===== src/rtl/tbb_pkg.sv =====
// ----------------------------------------------------------------------------
// tbb_pkg
// Shared types, constants and register indexes of the tilt bang-bang
// motor balance block.
// ----------------------------------------------------------------------------
package tbb_pkg;

	// field widths
	localparam int RAW_W    = 16;
	localparam int OFS_W    = 15;
	localparam int THR_W    = 8;
	localparam int DUTY_W   = 11;
	localparam int CFG_IX_W = 3;
	localparam int CFG_D_W  = 15;

	// scaled tilt: (raw + offset) * 255 >> 14, range about +-765
	localparam int SUM_W  = RAW_W + 1;
	localparam int PROD_W = SUM_W + 8;
	localparam int FRAC_W = 14;
	localparam int TILT_W = PROD_W - FRAC_W;

	// duty limits and reset values
	localparam logic [DUTY_W-1:0] DUTY_TOP    = 11'd1999;
	localparam logic [DUTY_W-1:0] LEVEL_RESET = 11'd150;
	localparam logic [THR_W-1:0]  THR_RESET   = 8'd30;
	localparam logic [DUTY_W-1:0] CENTER_RESET = 11'd150;
	localparam logic [DUTY_W-1:0] MIN_RESET   = 11'd100;
	localparam logic [DUTY_W-1:0] MAX_RESET   = 11'd200;
	localparam logic signed [OFS_W-1:0] X_OFS_RESET = 15'sd1475;
	localparam logic signed [OFS_W-1:0] Y_OFS_RESET = 15'sd0;

	// configuration register indexes
	typedef enum logic [CFG_IX_W-1:0] {
		REG_THRESHOLD = 3'd0,
		REG_CENTER    = 3'd1,
		REG_DUTY_MIN  = 3'd2,
		REG_DUTY_MAX  = 3'd3,
		REG_X_OFFSET  = 3'd4,
		REG_Y_OFFSET  = 3'd5
	} cfg_reg_t;

	// configuration register contents
	typedef struct packed {
		logic [THR_W-1:0]         threshold;
		logic [DUTY_W-1:0]        center;
		logic [DUTY_W-1:0]        duty_min;
		logic [DUTY_W-1:0]        duty_max;
		logic signed [OFS_W-1:0]  x_offset;
		logic signed [OFS_W-1:0]  y_offset;
	} cfg_t;

	// tilt beyond the deadband on one axis
	typedef struct packed {
		logic pos;
		logic neg;
	} tilt_dir_t;

endpackage


===== src/rtl/tbb_cfg.sv =====
// ----------------------------------------------------------------------------
// tbb_cfg
// Configuration register file: threshold, duty limits and axis offsets.
// ----------------------------------------------------------------------------
module tbb_cfg (
	input  logic                          clk,
	input  logic                          arst_n,
	input  logic                          cfg_we,
	input  logic [tbb_pkg::CFG_IX_W-1:0]  cfg_index,
	input  logic [tbb_pkg::CFG_D_W-1:0]   cfg_data,
	output tbb_pkg::cfg_t                 cfg
);

	tbb_pkg::cfg_t cfg_q;

	// register writes, unknown indexes ignored
	always_ff @(posedge clk or negedge arst_n) begin
		if (!arst_n) begin
			cfg_q.threshold <= tbb_pkg::THR_RESET;
			cfg_q.center    <= tbb_pkg::CENTER_RESET;
			cfg_q.duty_min  <= tbb_pkg::MIN_RESET;
			cfg_q.duty_max  <= tbb_pkg::MAX_RESET;
			cfg_q.x_offset  <= tbb_pkg::X_OFS_RESET;
			cfg_q.y_offset  <= tbb_pkg::Y_OFS_RESET;
		end else if (cfg_we) begin
			unique case (tbb_pkg::cfg_reg_t'(cfg_index))
				tbb_pkg::REG_THRESHOLD: cfg_q.threshold <= cfg_data[tbb_pkg::THR_W-1:0];
				tbb_pkg::REG_CENTER:    cfg_q.center    <= cfg_data[tbb_pkg::DUTY_W-1:0];
				tbb_pkg::REG_DUTY_MIN:  cfg_q.duty_min  <= cfg_data[tbb_pkg::DUTY_W-1:0];
				tbb_pkg::REG_DUTY_MAX:  cfg_q.duty_max  <= cfg_data[tbb_pkg::DUTY_W-1:0];
				tbb_pkg::REG_X_OFFSET:  cfg_q.x_offset  <= $signed(cfg_data[tbb_pkg::OFS_W-1:0]);
				tbb_pkg::REG_Y_OFFSET:  cfg_q.y_offset  <= $signed(cfg_data[tbb_pkg::OFS_W-1:0]);
				default: ;
			endcase
		end
	end

	assign cfg = cfg_q;

endmodule


===== src/rtl/tbb_tilt.sv =====
// ----------------------------------------------------------------------------
// tbb_tilt
// Scales one raw axis sample to tilt units and checks it against the
// deadband.
// ----------------------------------------------------------------------------
module tbb_tilt (
	input  logic signed [tbb_pkg::RAW_W-1:0] raw,
	input  logic signed [tbb_pkg::OFS_W-1:0] offset,
	input  logic [tbb_pkg::THR_W-1:0]        threshold,
	output tbb_pkg::tilt_dir_t               dir
);

	logic signed [tbb_pkg::SUM_W-1:0]  sum;
	logic signed [tbb_pkg::PROD_W-1:0] prod;
	logic signed [tbb_pkg::PROD_W-1:0] prod_rnd;
	logic signed [tbb_pkg::TILT_W-1:0] tilt;
	logic signed [tbb_pkg::TILT_W-1:0] thr_s;

	// sum times 255 as a shift and a subtract
	assign sum  = tbb_pkg::SUM_W'(raw) + tbb_pkg::SUM_W'(offset);
	assign prod = (tbb_pkg::PROD_W'(sum) <<< 8) - tbb_pkg::PROD_W'(sum);

	// divide by 16384 rounding toward zero: bias negatives before the shift
	assign prod_rnd = prod[tbb_pkg::PROD_W-1]
		? prod + tbb_pkg::PROD_W'((1 << tbb_pkg::FRAC_W) - 1)
		: prod;
	assign tilt = tbb_pkg::TILT_W'(prod_rnd >>> tbb_pkg::FRAC_W);

	// strict deadband compare
	assign thr_s   = $signed(tbb_pkg::TILT_W'(threshold));
	assign dir.pos = tilt > thr_s;
	assign dir.neg = tilt < -thr_s;

endmodule


===== src/rtl/tbb_pair.sv =====
// ----------------------------------------------------------------------------
// tbb_pair
// Next duty levels of one motor pair when its axis is outside the deadband.
// ----------------------------------------------------------------------------
module tbb_pair (
	input  tbb_pkg::cfg_t                 cfg,
	input  logic                          fall_first,
	input  logic [tbb_pkg::DUTY_W-1:0]    rise,
	input  logic [tbb_pkg::DUTY_W-1:0]    fall,
	output logic [tbb_pkg::DUTY_W-1:0]    rise_nxt,
	output logic [tbb_pkg::DUTY_W-1:0]    fall_nxt
);

	logic [tbb_pkg::DUTY_W-1:0] rise_inc;
	logic [tbb_pkg::DUTY_W-1:0] fall_dec;
	logic [tbb_pkg::DUTY_W-1:0] center;

	// saturating steps and clamped center
	assign rise_inc = (rise >= tbb_pkg::DUTY_TOP) ? tbb_pkg::DUTY_TOP : rise + 1'b1;
	assign fall_dec = (fall == '0) ? '0 : fall - 1'b1;
	assign center   = (cfg.center > tbb_pkg::DUTY_TOP) ? tbb_pkg::DUTY_TOP : cfg.center;

	// shift one count, or push off a limit, or fall back to center
	always_comb begin
		rise_nxt = rise;
		fall_nxt = fall;
		priority if (rise < cfg.duty_max && fall > cfg.duty_min) begin
			rise_nxt = rise_inc;
			fall_nxt = fall_dec;
		end else if (fall_first && fall < cfg.duty_min) begin
			rise_nxt = rise_inc;
		end else if (rise > cfg.duty_max) begin
			fall_nxt = fall_dec;
		end else if (!fall_first && fall < cfg.duty_min) begin
			rise_nxt = rise_inc;
		end else begin
			rise_nxt = center;
			fall_nxt = center;
		end
	end

endmodule


===== src/rtl/tilt_bang_bang_motor_balance.sv =====
// ----------------------------------------------------------------------------
// tilt_bang_bang_motor_balance
// Accelerometer tilt to four motor duties with a bang-bang update per sample.
// ----------------------------------------------------------------------------
// Each accepted sample lands in an input register; when the result slot is
// free or being taken, one pass of logic scales both axes, updates the
// left/right and front/back duty levels and loads them as the result, which
// waits in the level registers until taken. One sample is accepted per cycle
// while the output keeps taking results, and the rate is set by the single
// level update pass, which runs once for each word moved to the output. A new
// sample is taken while a result still waits, as long as the input register
// is free or drains in the same cycle.
module tilt_bang_bang_motor_balance (
	input  logic                                clk,
	input  logic                                arst_n,
	// configuration
	input  logic                                cfg_we,
	input  logic [tbb_pkg::CFG_IX_W-1:0]        cfg_index,
	input  logic [tbb_pkg::CFG_D_W-1:0]         cfg_data,
	// samples
	input  logic                                in_valid,
	output logic                                in_ready,
	input  logic signed [tbb_pkg::RAW_W-1:0]    accel_x_raw,
	input  logic signed [tbb_pkg::RAW_W-1:0]    accel_y_raw,
	// duties
	output logic                                out_valid,
	input  logic                                out_ready,
	output logic [tbb_pkg::DUTY_W-1:0]          left_duty,
	output logic [tbb_pkg::DUTY_W-1:0]          right_duty,
	output logic [tbb_pkg::DUTY_W-1:0]          front_duty,
	output logic [tbb_pkg::DUTY_W-1:0]          back_duty
);

	tbb_pkg::cfg_t      cfg;
	tbb_pkg::tilt_dir_t ydir;
	tbb_pkg::tilt_dir_t xdir;

	logic                             valid_s1;
	logic signed [tbb_pkg::RAW_W-1:0] x_s1;
	logic signed [tbb_pkg::RAW_W-1:0] y_s1;
	logic                             out_valid_q;
	logic                             adv;

	logic [tbb_pkg::DUTY_W-1:0] left_q, right_q, front_q, back_q;
	logic [tbb_pkg::DUTY_W-1:0] y_rise, y_fall, y_rise_nxt, y_fall_nxt;
	logic [tbb_pkg::DUTY_W-1:0] x_rise, x_fall, x_rise_nxt, x_fall_nxt;

	tbb_cfg u_cfg (
		.clk       (clk),
		.arst_n    (arst_n),
		.cfg_we    (cfg_we),
		.cfg_index (cfg_index),
		.cfg_data  (cfg_data),
		.cfg       (cfg)
	);

	// handshake: input register drains whenever the result slot is free or being taken
	assign adv      = valid_s1 && (!out_valid_q || out_ready);
	assign in_ready = !valid_s1 || adv;

	always_ff @(posedge clk or negedge arst_n) begin
		if (!arst_n) begin
			valid_s1    <= 1'b0;
			out_valid_q <= 1'b0;
		end else begin
			if (in_valid && in_ready) begin
				valid_s1 <= 1'b1;
			end else if (adv) begin
				valid_s1 <= 1'b0;
			end
			if (adv) begin
				out_valid_q <= 1'b1;
			end else if (out_ready) begin
				out_valid_q <= 1'b0;
			end
		end
	end

	// sample register
	always_ff @(posedge clk) begin
		if (in_valid && in_ready) begin
			x_s1 <= accel_x_raw;
			y_s1 <= accel_y_raw;
		end
	end

	// tilt per axis
	tbb_tilt u_tilt_y (
		.raw       (y_s1),
		.offset    (cfg.y_offset),
		.threshold (cfg.threshold),
		.dir       (ydir)
	);

	tbb_tilt u_tilt_x (
		.raw       (x_s1),
		.offset    (cfg.x_offset),
		.threshold (cfg.threshold),
		.dir       (xdir)
	);

	// pick rising and falling motor of each pair
	assign y_rise = ydir.neg ? right_q : left_q;
	assign y_fall = ydir.neg ? left_q  : right_q;
	assign x_rise = xdir.pos ? front_q : back_q;
	assign x_fall = xdir.pos ? back_q  : front_q;

	tbb_pair u_pair_y (
		.cfg        (cfg),
		.fall_first (1'b1),
		.rise       (y_rise),
		.fall       (y_fall),
		.rise_nxt   (y_rise_nxt),
		.fall_nxt   (y_fall_nxt)
	);

	tbb_pair u_pair_x (
		.cfg        (cfg),
		.fall_first (1'b0),
		.rise       (x_rise),
		.fall       (x_fall),
		.rise_nxt   (x_rise_nxt),
		.fall_nxt   (x_fall_nxt)
	);

	// duty levels double as the result register
	always_ff @(posedge clk or negedge arst_n) begin
		if (!arst_n) begin
			left_q  <= tbb_pkg::LEVEL_RESET;
			right_q <= tbb_pkg::LEVEL_RESET;
			front_q <= tbb_pkg::LEVEL_RESET;
			back_q  <= tbb_pkg::LEVEL_RESET;
		end else if (adv) begin
			if (ydir.neg) begin
				right_q <= y_rise_nxt;
				left_q  <= y_fall_nxt;
			end else if (ydir.pos) begin
				left_q  <= y_rise_nxt;
				right_q <= y_fall_nxt;
			end
			if (xdir.pos) begin
				front_q <= x_rise_nxt;
				back_q  <= x_fall_nxt;
			end else if (xdir.neg) begin
				back_q  <= x_rise_nxt;
				front_q <= x_fall_nxt;
			end
		end
	end

	assign out_valid  = out_valid_q;
	assign left_duty  = left_q;
	assign right_duty = right_q;
	assign front_duty = front_q;
	assign back_duty  = back_q;

	// levels move only when a word goes to the output
	a_levels_hold: assert property (@(posedge clk) disable iff (!arst_n)
		!adv |=> $stable({left_q, right_q, front_q, back_q}))
		else $error("duty levels changed without an update");

	// every update shows up as a valid result
	a_update_valid: assert property (@(posedge clk) disable iff (!arst_n)
		adv |=> out_valid_q)
		else $error("update without a valid result");

	// levels never leave the duty range
	a_levels_range: assert property (@(posedge clk) disable iff (!arst_n)
		left_q <= tbb_pkg::DUTY_TOP && right_q <= tbb_pkg::DUTY_TOP &&
		front_q <= tbb_pkg::DUTY_TOP && back_q <= tbb_pkg::DUTY_TOP)
		else $error("duty level above top");

	// a waiting sample is never dropped
	a_s1_hold: assert property (@(posedge clk) disable iff (!arst_n)
		valid_s1 && !adv |=> valid_s1 && $stable(x_s1) && $stable(y_s1))
		else $error("waiting sample lost");

endmodule


===== config.mk =====
export PLATFORM = sky130hd
export DESIGN_NAME = tilt_bang_bang_motor_balance
export DESIGN_NICKNAME = d
export VERILOG_FILES = /design/src/rtl/tbb_pkg.sv /design/src/rtl/tbb_cfg.sv /design/src/rtl/tbb_tilt.sv /design/src/rtl/tbb_pair.sv /design/src/rtl/tilt_bang_bang_motor_balance.sv
export SDC_FILE = /design/constraint.sdc
export NUM_CORES = 1
export LEC_CHECK = 0
export BUFFER_PORTS_ARGS = -buffer_cell sky130_fd_sc_hd__buf_4
export CAP_MARGIN = 20
export CORE_ASPECT_RATIO = 2
export CORE_MARGIN = 5
export CORE_UTILIZATION = 45
export DETAILED_ROUTE_END_ITERATION = 8
export GPL_ROUTABILITY_DRIVEN = 0
export PLACE_DENSITY = 0.74
export SLEW_MARGIN = 10
export SYNTH_ARGS = -nofsm -noshare
export SYNTH_HDL_FRONTEND = slang
export SYNTH_SLANG_ARGS = --single-unit

===== constraint.sdc =====
create_clock -name clk -period 16.2 [get_ports clk]
set_input_delay 2.43 -clock clk [delete_from_list [all_inputs] [get_ports clk]]
set_output_delay 2.43 -clock clk [all_outputs]
set_load 0.02 [all_outputs]

==> run summary, run 1 <==
final hold vios: 0
Die H: 275 um
Max-slew headroom: 31.0%
Synth Flop Type: dfrtp_1
setup TNS: 0 ps
GRT Total Usage: 27.6%
Setup crit start: u_cfg.cfg[0]
Finish-stage setup viols: 0
vias per cell: 6.56
Rows: 97
Max-cap violations: 0
Die ar.: 39300 um^2
RSZ-0062 raised after global routing: no
Avg Inst Size Synth: 8.42 um^2
Nets: 2143
CP max stage delay: 820 ps
Final Cell Area: 17600 um^2
Hold Crit Class: reg2reg
crit start category: register
CTS tree: built
fin cells: 2403
chip width: 143 um
Req. time, crit path: 16520 ps
CTS Buf Count: 17
first-pass GRT wire length: 85500 um
I/O pins: 101
asr flop ratio synth: 78.5%
DR DRC count: 0
Congestion Overflow GR: 0
DPL Wire Length: 42100 um
placed cell area: 17000 um^2
part of the Yosys area used for sequential elements: 24.8%
Final Skew: 18.3 ps
final worst path period need: 12660 ps
clk root buf: clkbuf_16
Via Count: 15762
Synthesized Nets: 2080
n_diodes: 0
initial antenna violation count: 1
Syn Inst Count: 1882
fill cell count: 3359
Setup crit end kind: register
outcome: finished clean
worst endpoint data arrival time: 12990 ps
fin crit share: 78.2%
core area: 35000 um^2
largest net degree at the start of global routing: 68
placed cell count: 2371
kind of critical path: reg2reg
clock latency on the worst-skew pair: 460 ps
Post-synth EDFFs: 32
cell area after synthesis: 15900 um^2
routed len/inst: 22.7 um
DR iter-0 viols: 1606
YS warnings: 0
initial core utilization: 45.4%
postcts setup bufs: 0
Sink Count: 149
Worst-Margin Slew: 1030 ps
post-CTS sizing: 0
drt pass-1 iters: 6
HP Start: u_cfg.cfg[40]
Worst path slowest cell: nor2_1
Final Max Tran Viols: 0
vias in the first global route: 15872
Worst Path Max Fanout: 40
synthesis-stage register bit count: 149
Netlist cell types: 103
worst r2r src: u_cfg.cfg[0]
Fmax: 79.0 MHz
cell mode on critical path: o21a_1
Clock Tree Buf Depth: 2
Layout area overhead: 10.7%
htree depth: 4
Routed Wire Length: 54700 um
antenna viol nets, final: 0
hold buffers post-CTS: 0
share of cells above drive strength 1: 16.9%
clock transition at the registers of the reported paths: 70 ps
port bufs: 100
-- routing by layer --
layer | up-vias | global-route usage, % | share of wire, % | wire length (um)
met5 | - | 0 | 0.071 | 39
li1 | 7243 | - | - | -
met1 | 7436 | 27.4 | 34 | 18400
met2 | 804 | 49.9 | 51 | 28000
met3 | 277 | 4.79 | 6.0 | 3270
met4 | 2 | 21.5 | 8.9 | 4870
-- path summary, 6_finish.rpt --
check,to,slack [ps],cells after the start
max,right_duty[5],3540,53
min,u_cfg.cfg[40],510,1
max reg2reg,right_duty[5],3540,53
min reg2reg,u_cfg.cfg[40],510,1
max in group asynchronous,u_cfg.cfg[20],12810,2
min in group asynchronous,right_duty[5],2010,1
-- final cells by class --
type                    instances  area [um^2]  share of cell area (%)
multi-input cells            1540        11100                    63.5
clock buffers                  17          425                    2.42
inverters                     122          458                    2.61
repair buffers                115          860                    4.90
flip-flops and latches        149         3930                    22.4
clock inverters                15          168                   0.955
well taps                     445          557                    3.17
-- metrics by stage --
step,setup WS [ps],util [%],hold WS [ps]
6_report,3540,50.2,511
5_1_grt,2620,50.2,532
4_1_cts,3780,50.2,512
3_5_place_dp,3790,48.5,497
3_3_place_gp,4100,48.5,487
2_1_floorplan,5560,-,471
-- synthesized netlist by cell type (all sizes together) (7+ instances only) --
| cell | instances | area share (%) |
|---|---|---|
| ha | 141 | 11 |
| nand2 | 131 | 3.1 |
| nor2 | 122 | 2.9 |
| inv | 121 | 2.9 |
| o21ai | 121 | 3.8 |
| a21oi | 107 | 3.4 |
| mux2 | 101 | 7.2 |
| dfrtp | 81 | 13 |
| nand3 | 67 | 2.2 |
| nor3 | 55 | 1.8 |
| o21a | 55 | 2.7 |
| xnor2 | 48 | 2.7 |
| mux2i | 47 | 3.0 |
| clkbuf | 44 | 1.0 |
| dfstp | 36 | 6.0 |
| edfxtp | 32 | 6.1 |
| nand4 | 32 | 1.3 |
| nand2b | 31 | 1.2 |
| or3 | 31 | 1.2 |
| a211oi | 27 | 1.4 |
| and3 | 27 | 1.1 |
| buf | 27 | 1.0 |
| and2 | 25 | 0.99 |
| xor2 | 24 | 1.4 |
| a21o | 22 | 1.0 |
| a31oi | 22 | 0.91 |
| o31ai | 21 | 1.1 |
| nor2b | 20 | 0.79 |
| o211ai | 18 | 0.88 |
| or2 | 17 | 0.67 |
| o22ai | 16 | 0.63 |
| nor3b | 14 | 0.66 |
| nor4 | 14 | 0.63 |
| a211o | 13 | 0.72 |
| o221ai | 11 | 0.61 |
| a2111oi | 9 | 0.54 |
| a221o | 9 | 0.57 |
| a221oi | 9 | 0.50 |
| nand3b | 9 | 0.43 |
| o21bai | 8 | 0.38 |
| or4 | 8 | 0.38 |
| nor4b | 7 | 0.39 |
| o31a | 7 | 0.39 |
-- cell families after synthesis --
| logic type | count (synthesis) | share of synthesized area, % |
|---|---|---|
| buffers and inverters | 193 | 4.96 |
| multiplexers | 148 | 10.2 |
| AO/OA/AOI/OAI | 553 | 24.1 |
| AND/OR/NAND/NOR | 624 | 20.5 |
| XOR/XNOR | 72 | 4.03 |
| adder cells (fa/ha/maj) | 143 | 11.4 |
| flip-flops | 149 | 24.8 |
-- flip-flops by register name, summed over array words and instances (netlist names) --
| register | cells |
|---|---|
| valid_s1 | 1 |
| u_cfg.cfg | 71 |
| out_valid | 1 |
| front_duty | 11 |
| left_duty | 11 |
| right_duty | 11 |
| y_s1 | 16 |
| x_s1 | 16 |
| back_duty | 11 |
-- critical path: cells and delay by family (launching register included) --
| kind | cells | cell delay, ps |
|---|---|---|
| compound gates | 32 | 6200 |
| simple gates | 9 | 2620 |
| buf+inv | 4 | 740 |
| xor+xnor | 2 | 530 |
| mux | 1 | 470 |
| flops | 1 | 370 |
| fa+ha+maj | 5 | 1530 |
-- cell usage in the layout, fill, tap and decap left out, drive strengths merged, types with 16 or more instances in the layout --
master,instances
ha,141
nand2,131
inv,128
nor2,122
o21ai,121
buf,115
a21oi,107
mux2,101
dfrtp,81
nand3,67
o21a,55
nor3,55
xnor2,48
mux2i,47
dfstp,36
nand4,32
edfxtp,32
nand2b,31
or3,31
and3,27
a211oi,27
and2,25
xor2,24
a21o,22
a31oi,22
o31ai,21
nor2b,20
o211ai,18
or2,17
clkbuf,17
o22ai,16
Power of run 1 is not shown: default switching activity piles up to over one toggle a cycle in this logic, so the estimate is an artifact.
==> run 2: changes to the inputs <==
- clock period: 16.2 -> 12.9 ns (I/O delays scaled with it)
==> run summary, run 2 (synthesized netlist as in run 1, its figures left out) <==
postcts setup bufs: 0 (unchanged)
WL met3: 2970 um (was 3270 um)
Routed Wire Length: 54700 um (about the same)
WL met2: 28300 um (was 28000 um)
Sink Count: 149 (unchanged)
Final Max Tran Viols: 0 (unchanged)
Max-slew headroom: 31.9% (was 31.0%)
DR iter-0 viols: 1362 (was 1606)
initial core utilization: 45.4% (unchanged)
commonest non-fill, non-tap cell in the layout: ha_1 (unchanged)
fin cells: 2408 (was 2403)
worst endpoint data arrival time: 12510 ps (was 12990 ps)
Worst path slowest cell: a21oi_1 (was nor2_1)
vias in the first global route: 15856 (was 15872)
I/O pins: 101 (unchanged)
initial antenna violation count: 2 (was 1)
share of cells above drive strength 1: 17.0% (was 16.9%)
final hold vios: 0 (unchanged)
first-pass GRT wire length: 85000 um (was 85500 um)
routed len/inst: 22.7 um (about the same)
Clock Tree Buf Depth: 2 (unchanged)
core area: 35000 um^2 (unchanged)
Die ar.: 39300 um^2 (unchanged)
Largest delay share family, worst path: compound AO/OA/AOI/OAI gates (unchanged)
CP max stage delay: 560 ps (was 820 ps)
DR DRC count: 0 (unchanged)
most frequent cells in the layout: ha_1 (141), nand2_1 (131), nor2_1 (121) (was ha_1 (141), nand2_1 (131), nor2_1 (122))
chip width: 143 um (unchanged)
vias per cell: 6.63 (was 6.56)
crit start category: register (unchanged)
clk root buf: clkbuf_16 (unchanged)
drt pass-1 iters: 7 (was 6)
kind of critical path: reg2reg (unchanged)
CTS Buf Count: 17 (unchanged)
placed cell count: 2374 (was 2371)
Nets: 2146 (was 2143)
Rows: 97 (unchanged)
Fmax: 82.4 MHz (was 79.0 MHz)
Finish-stage setup viols: 0 (unchanged)
setup TNS: 0 ps (unchanged)
GRT Total Usage: 27.5% (was 27.6%)
port bufs: 100 (unchanged)
htree depth: 4 (unchanged)
Worst-Margin Slew: 996 ps (was 1030 ps)
cell mode on critical path: o21a_1 (unchanged)
Congestion Overflow GR: 0 (unchanged)
Layout area overhead: 11.2% (was 10.7%)
Final Cell Area: 17600 um^2 (about the same)
met1 WL: 18400 um (about the same)
Via Count: 15956 (was 15762)
Die H: 275 um (unchanged)
fin crit share: 94.1% (was 78.2%)
clock latency on the worst-skew pair: 450 ps (was 460 ps)
outcome: finished clean (unchanged)
clock transition at the registers of the reported paths: 60 ps (was 70 ps)
CTS tree: built (unchanged)
DPL Wire Length: 42400 um (was 42100 um)
Highest Signal Layer: met4 (was met5)
antenna viol nets, final: 0 (unchanged)
placed cell area: 17000 um^2 (about the same)
RSZ-0062 raised after global routing: no (unchanged)
max FFs per register: 71 (unchanged)
post-CTS sizing: 0 (unchanged)
worst path bufs/invs: 3 (was 4)
Max-cap violations: 0 (unchanged)
Worst Path Max Fanout: 35 (was 40)
hold buffers post-CTS: 0 (unchanged)
Req. time, crit path: 13270 ps (was 16520 ps)
Hold Crit Class: reg2reg (unchanged)
largest net degree at the start of global routing: 63 (was 68)
Final Skew: 10.9 ps (was 18.3 ps)
final worst path period need: 12140 ps (was 12660 ps)
Setup crit end kind: register (unchanged)
## run 2: worst register-to-register path: cells and delay by family, from the launching register on
| kind | cells | cell delay, ps |
|---|---|---|
| mux | 3 | 970 |
| xor+xnor | 2 | 550 |
| simple gates | 10 | 1960 |
| compound gates | 30 | 6350 |
| flops | 1 | 350 |
| buf+inv | 3 | 410 |
| fa+ha+maj | 5 | 1470 |
## run 2: worst paths after layout
kind | startpoint | endpoint | slack, ps | cells after the start
max reg2reg | u_cfg.cfg[0] | left_duty[2] | 760 | 53
min | u_cfg.cfg[35] | u_cfg.cfg[35] | 510 | 1
max | u_cfg.cfg[0] | left_duty[2] | 760 | 53
min in group asynchronous | arst_n | left_duty[3] | 1560 | 1
min reg2reg | u_cfg.cfg[35] | u_cfg.cfg[35] | 510 | 1
max in group asynchronous | arst_n | u_cfg.cfg[20] | 10030 | 2
## run 2: per-layer routing
layer,up-vias,global-route usage [%]
met4,0,21.1
met1,7594,26.8
met5,-,0
li1,7232,-
met2,828,50.6
met3,302,4.30
## run 2: final cells by class
class / count / area, um^2
timing repair buffer: 118 / 886
clock inverter: 14 / 196
clock buffer: 18 / 439
tap: 445 / 557
inverter: 122 / 458
sequential: 149 / 3930
fill: 3347 / 17300
antenna: 2 / 5.00
multi-input combinational: 1540 / 11200
## run 2: stage by stage
step	utilization (%)	hold slack, ps	setup WS, ps
6_report	50.4	509	764
5_1_grt	50.4	536	38.2
3_3_place_gp	48.6	487	959
4_1_cts	50.4	512	504
3_5_place_dp	48.6	498	572
2_1_floorplan	-	471	2260
Power of run 2 is left out for the same reason.
